### src/hdl/dmg_ram.sv
// Generic single-write, single-read RAM with registered read data.
module dmg_ram #(
  parameter int WIDTH = 8,
  parameter int DEPTH = 16
) (
  input  logic                     clk,
  input  logic                     we,
  input  logic [$clog2(DEPTH)-1:0] waddr,
  input  logic [WIDTH-1:0]         wdata,
  input  logic [$clog2(DEPTH)-1:0] raddr,
  output logic [WIDTH-1:0]         rdata
);

  logic [WIDTH-1:0] mem [DEPTH];

  always_ff @(posedge clk) begin
    if (we) mem[waddr] <= wdata;
    rdata <= mem[raddr];
  end

endmodule
### config.mk
export PLATFORM = sky130hd
export DESIGN_NAME = dmg_ram
export DESIGN_NICKNAME = d
export VERILOG_FILES = /design/src/hdl/dmg_ram.sv
export SDC_FILE = /design/constraint.sdc
export NUM_CORES = 1
export LEC_CHECK = 0
export BUFFER_PORTS_ARGS = -buffer_cell sky130_fd_sc_hd__buf_2
export CAP_MARGIN = 20
export CORE_MARGIN = 2
export CORE_UTILIZATION = 40
export DETAILED_ROUTE_END_ITERATION = 8
export HOLD_SLACK_MARGIN = 0.1
export SLEW_MARGIN = 10
export SYNTH_ARGS = -nofsm -noshare
export SYNTH_HDL_FRONTEND = slang
export SYNTH_SLANG_ARGS = --single-unit
### constraint.sdc
create_clock -name clk -period 4.4 [get_ports clk]
set_input_delay 0.44 -clock clk [delete_from_list [all_inputs] [get_ports clk]]
set_output_delay 0.44 -clock clk [all_outputs]
set_load 0.02 [all_outputs]
==> impl_metrics.tcl, run 1 <==
set metrics [dict create \
    place_congestion 0.723 \
    post-route-period-util 0.465 \
    fin_tns_setup_ns 0 \
    dieArea_sq_um 13800 \
    p_int_mw 2.27 \
    vias 2287 \
    post_cts_resized 0 \
    htree_num_levels 4 \
    post_drt_via_cell_ratio 5.07 \
    cp_slowest_cell "buf_2" \
    whs_endpoint "mem[0][2]" \
    path_max_fanout 25 \
    max_freq_mhz 489 \
    die-width_um 117 \
    drive_gt1_frac 0.276 \
    outcome "finished, final reports clean" \
    holdBufCountCts 0 \
    grt_pass1_wl_um 14800 \
    wire_per_inst_um 21.2 \
    ir_worst_vdd_mv 0.265 \
    synth.distinct_cells 19 \
    end_kind "flip-flop" \
    wl_um 9570 \
    ys_ff_latch 136 \
    rsz0062_at_grt "no" \
    leakage_nw 1.96 \
    crit_start "raddr[0]" \
    gr-total-overflow 0 \
    seq_power_share 0.511 \
    drt_iter0_markers 244 \
    n_fill_cell 1026 \
    cap_violations 0 \
    die_h_um 117 \
    layout_min_cycle_time_ns 2.05 \
    yosysWarnings 0 \
    start_util 0.410 \
    synth_top_cells_by_area "edfxtp_1 (75%), mux4_2 (7.9%), mux4_1 (7.1%)" \
    syn_to_final_growth_pct 16.0 \
    synth_top_cell_area_share 0.747 \
    crit_buf_inv 2 \
    hold_viol_final 0 \
    worst_pin_slew_ns 0.981 \
    cts_buffers 17 \
    power_density_nw_per_um2 478 \
    hpwl_um 6080 \
    setup_viol 0 \
    holdPathStages 1 \
    grt_max_degree 33 \
    r2r_setup_slack_ns 3.03 \
    cts.sinks 136 \
    layout_common_cells "edfxtp_1 (128), buf_2 (25), mux4_2 (18)" \
    post-route-drc-count 0 \
    relSlewSlack 0.343 \
    synth_area_leader_cell "edfxtp_1" \
    worstRegToRegCells 3 \
    power_mw 2.85 \
    layout.cells.most_common "edfxtp_1" \
    p_sw_frac 0.206 \
    rows 41 \
    core_sq_um 12600 \
    portBuffers 25 \
    antenna_left 0 \
    r2r_end "rdata[4]" \
    timing.rr.start "mem[9][4]" \
    antenna_cells 0 \
    path_cells "buf_2 -> buf_4 -> mux4_1 -> a22oi_1 -> nand2_1" \
    ios 26 \
    hp-class "in -> reg" \
    synthCells 229 \
    synthesis.area_sq_um 5150 \
    synth-seq-area-share 0.778 \
    worstHoldStart "wdata[2]" \
    synth_nets 247 \
    critPathLaunchType "primary input" \
    drt_first_pass_iters 4 \
    cts_buffer_depth 2 \
    path_clk_slew_ns 0.05 \
    required_ns 4.67 \
    grt.total_usage 0.151 \
    worstSetupPathType "in -> reg" \
    p_sw_mw 0.589 \
    antenna_found_initial 0 \
    syn_area_per_cell_sq_um 22.5 \
    cts_tree "yes" \
    first_global_vias 2342 \
    power_frac_comb 0.047 \
    max_stage_delay_ns 0.64 \
    pwr-share-clk 0.442 \
    fin_skew_ns 0.00625 \
    critPathTopFamily "buffers and inverters" \
    cts_setup_buffers 0 \
    crit_arrival_ns 2.32 \
    report.final.slew_viol_count 0 \
    worstSkewPairLatency_ns 0.40 \
    cts_root_buffer "clkbuf_16" \
    layout.nets 284 \
]
-- registers in the layout, indices dropped and copies added, names as in the netlist --
name and flops:
mem 128, rdata 8
-- power by group through the flow --
stage | clock, mW | combinational [mW] | sequential, mW
final | 1.26 | 0.135 | 1.46
after CTS | 1.28 | 0.138 | 1.46
after global placement | 0 | 0.135 | 1.49
after global routing | 1.35 | 0.148 | 1.46
after floorplan | 0 | 0.0735 | 1.49
after detailed placement | 0 | 0.137 | 1.49
-- cell usage after synthesis --
| master | instances |
|---|---|
| nand3b_1 | 2 |
| buf_6 | 3 |
| nor2_1 | 13 |
| dfxtp_1 | 8 |
| nand3_1 | 1 |
| a22oi_1 | 16 |
| nand2b_1 | 2 |
| nand2_1 | 9 |
| and2_1 | 1 |
| or3b_2 | 1 |
| clkdlybuf4s25_2 | 3 |
| edfxtp_1 | 128 |
| mux4_1 | 14 |
| buf_2 | 3 |
| and2b_1 | 1 |
| nor3_1 | 4 |
| nor2b_1 | 1 |
| buf_4 | 1 |
| mux4_2 | 18 |
-- worst max-delay path by stage --
stage                      endpoint  slack (ns)  depth (start not counted)
final                      rdata[1]        2.35                          5
after global placement     rdata[1]        1.97                          5
after floorplan           mem[0][0]        2.47                          2
after CTS                  rdata[1]        2.33                          5
after global routing       rdata[1]        2.26                          5
after detailed placement   rdata[1]        1.95                          5
-- worst register-to-register path, cell delays in order, from the launching register on --
cell and delay, ns:
edfxtp_1 0.35, mux4_1 0.51, a22oi_1 0.31, nand2_1 0.08
-- cell families (layout without fill, tap and decap cells) --
group / after synthesis / after routing / synth area share
AOI/OAI and AO/OA: 16 / 16 / 0.0233
buffers and inverters: 10 / 60 / 0.0168
DFF: 136 / 136 / 0.778
muxes: 32 / 32 / 0.150
and+or+nand+nor: 35 / 35 / 0.0318
-- stage by stage --
stage	setup slack [ns]	area (sq um)	utilization	instances	hold WS, ns
finish	2.35	5970	0.475	451	0.419
global placement	1.97	5430	0.432	419	0.647
detailed placement	1.95	5430	0.432	419	0.657
floorplan	2.47	5150	-	229	0.539
CTS	2.33	5970	0.475	451	0.410
global route	2.26	5970	0.475	451	0.415
-- area by class of cell --
class | instances | area, sq um | share of cell area
Sequential cell | 136 | 4000 | 0.671
Multi-Input combinational cell | 83 | 1070 | 0.179
Clock buffer | 17 | 425 | 0.0712
Tap cell | 172 | 215 | 0.0360
Timing Repair Buffer | 28 | 148 | 0.0247
Clock inverter | 15 | 111 | 0.0187
-- layer usage --
| layer | wire length, um | track usage |
|---|---|---|
| met1 | 4400 | 0.199 |
| met2 | 4750 | 0.238 |
| met5 | 0 | 0 |
| met3 | 357 | 0.0443 |
| met4 | 61 | 0.0625 |
(Power assumes the default switching activity.)
==> run 2, diff against run 1 <==
==> constraint.sdc (replaced) <==
create_clock -name clk -period 1.9 [get_ports clk]
set_input_delay 0.19 -clock clk [delete_from_list [all_inputs] [get_ports clk]]
set_output_delay 0.19 -clock clk [all_outputs]
set_load 0.02 [all_outputs]
==> impl_metrics.tcl, run 2 (synthesis gave the netlist of run 1 again) <==
set metrics [dict create \
    outcome "finished, final reports clean" \
    layout_common_cells "edfxtp_1 (128), buf_2 (25), mux4_2 (18), buf_4 (18), clkbuf_16 (17)" \
    cts_setup_buffers 0 \
    worstSkewPairLatency_ns 0.41 \
    core_sq_um 12600 \
    ir_worst_vdd_mv 0.804 \
    critPathLaunchType "flip-flop" \
    post-route-period-util 0.734 \
    required_ns 2.19 \
    rows 41 \
    relSlewSlack 0.734 \
    drive_gt1_frac 0.316 \
    max_stage_delay_ns 0.50 \
    htree_num_levels 4 \
    cp_slowest_cell "mux4_1" \
    cts_buffer_depth 2 \
    gr-total-overflow 0 \
    antenna_found_initial 0 \
    portBuffers 25 \
    n_fill_cell 1025 \
    post-route-drc-count 0 \
    path_clk_slew_ns 0.06 \
    hp-class "in -> reg" \
    hold_ws_ns 0.167 \
    cts_root_buffer "clkbuf_16" \
    antenna_left 0 \
    hpwl_um 5870 \
    placed_cell_area_sq_um 5600 \
    grt.total_usage 0.149 \
    cap_violations 0 \
    cts_buffers 17 \
    place_ws_ns 0.203 \
    post_cts_resized 0 \
    holdBufCountCts 0 \
    post_drt_via_cell_ratio 5.10 \
    wire_per_inst_um 20.1 \
    ios 26 \
    vias 2394 \
    power_mw 6.78 \
    worstSetupPathType "reg -> reg" \
    grt_pass1_wl_um 14700 \
    wl_um 9450 \
    power_density_nw_per_um2 1100 \
    report.final.slew_viol_count 0 \
    drt_first_pass_iters 4 \
    fin_tns_setup_ns 0 \
    die-width_um 117 \
    antenna_cells 0 \
    place_congestion 0.732 \
    finalNonFillerCells 469 \
    dpl.cell_count 437 \
    cts_tree "yes" \
    grt_max_degree 33 \
    leakage_nw 2.09 \
    hold_viol_final 0 \
    setup_viol 0 \
    rsz0062_at_grt "no" \
    die_h_um 117 \
    timing.final.ws_setup_ns 0.505 \
    finish.utilization 0.490 \
    layout.cells.most_common "edfxtp_1" \
    largest_reg_flops 128 \
    fin_skew_ns 0.00427 \
    crit_arrival_ns 1.69 \
    first_global_vias 2461 \
    end_kind "flip-flop" \
    max_freq_mhz 717 \
    layout_min_cycle_time_ns 1.40 \
    crit_buf_inv 0 \
    start_util 0.410 \
    worst_pin_slew_ns 0.398 \
    largest_register "mem" \
    syn_to_final_growth_pct 19.6 \
    path_cells "mux4_1 -> a22oi_1 -> nand2_1" \
    reg_top3 "mem (128), rdata (8)" \
    critPathTopFamily "multiplexers" \
    final_area_sq_um 6160 \
    path_max_fanout 1 \
    layout.nets 302 \
    dieArea_sq_um 13800 \
    drt_iter0_markers 221 \
    cts.sinks 136 \
]
-- run 2: cell types whose count changed in the layout (fill, tap and decap cells not counted), moves of 2 or more --
cell        delta
nor3_1         +2
buf_12         +3
clkinvlp_4     -2
nor3_2         -2
buf_4         +15
clkinv_1       -2
-- run 2: final timing paths --
path / from / to / slack [ns] / cells after the start
setup / recovery: mem[0][1] / rdata[1] / 0.50 / 3
hold reg to reg: mem[12][1] / rdata[1] / 0.66 / 3
setup reg to reg: mem[0][1] / rdata[1] / 0.50 / 3
hold / removal: wdata[3] / mem[9][3] / 0.17 / 1
-- run 2: report_power, final --
| group | internal, mW | total, mW | leakage, nW | switching (mW) |
|---|---|---|---|---|
| logic | 0.141 | 0.333 | 0.595 | 0.192 |
| clock network | 1.91 | 3.08 | 0.271 | 1.17 |
| registers | 3.36 | 3.37 | 1.22 | 0.0183 |
-- run 2: layout make-up --
class | count | area, sq um | area share
multi-input combinational | 83 | 1060 | 0.172
clock buffer | 18 | 429 | 0.0697
clock inverter | 14 | 133 | 0.0215
timing repair buffer | 46 | 320 | 0.0520
sequential | 136 | 4000 | 0.650
tap | 172 | 215 | 0.0349
-- run 2: metal layers --
layer	share of wire	global-route usage	vias to the layer above
li1	-	-	1087
met1	0.46	0.201	1238
met2	0.48	0.228	57
met3	0.042	0.0418	12
met4	0.015	0.0655	0
met5	0	0	-
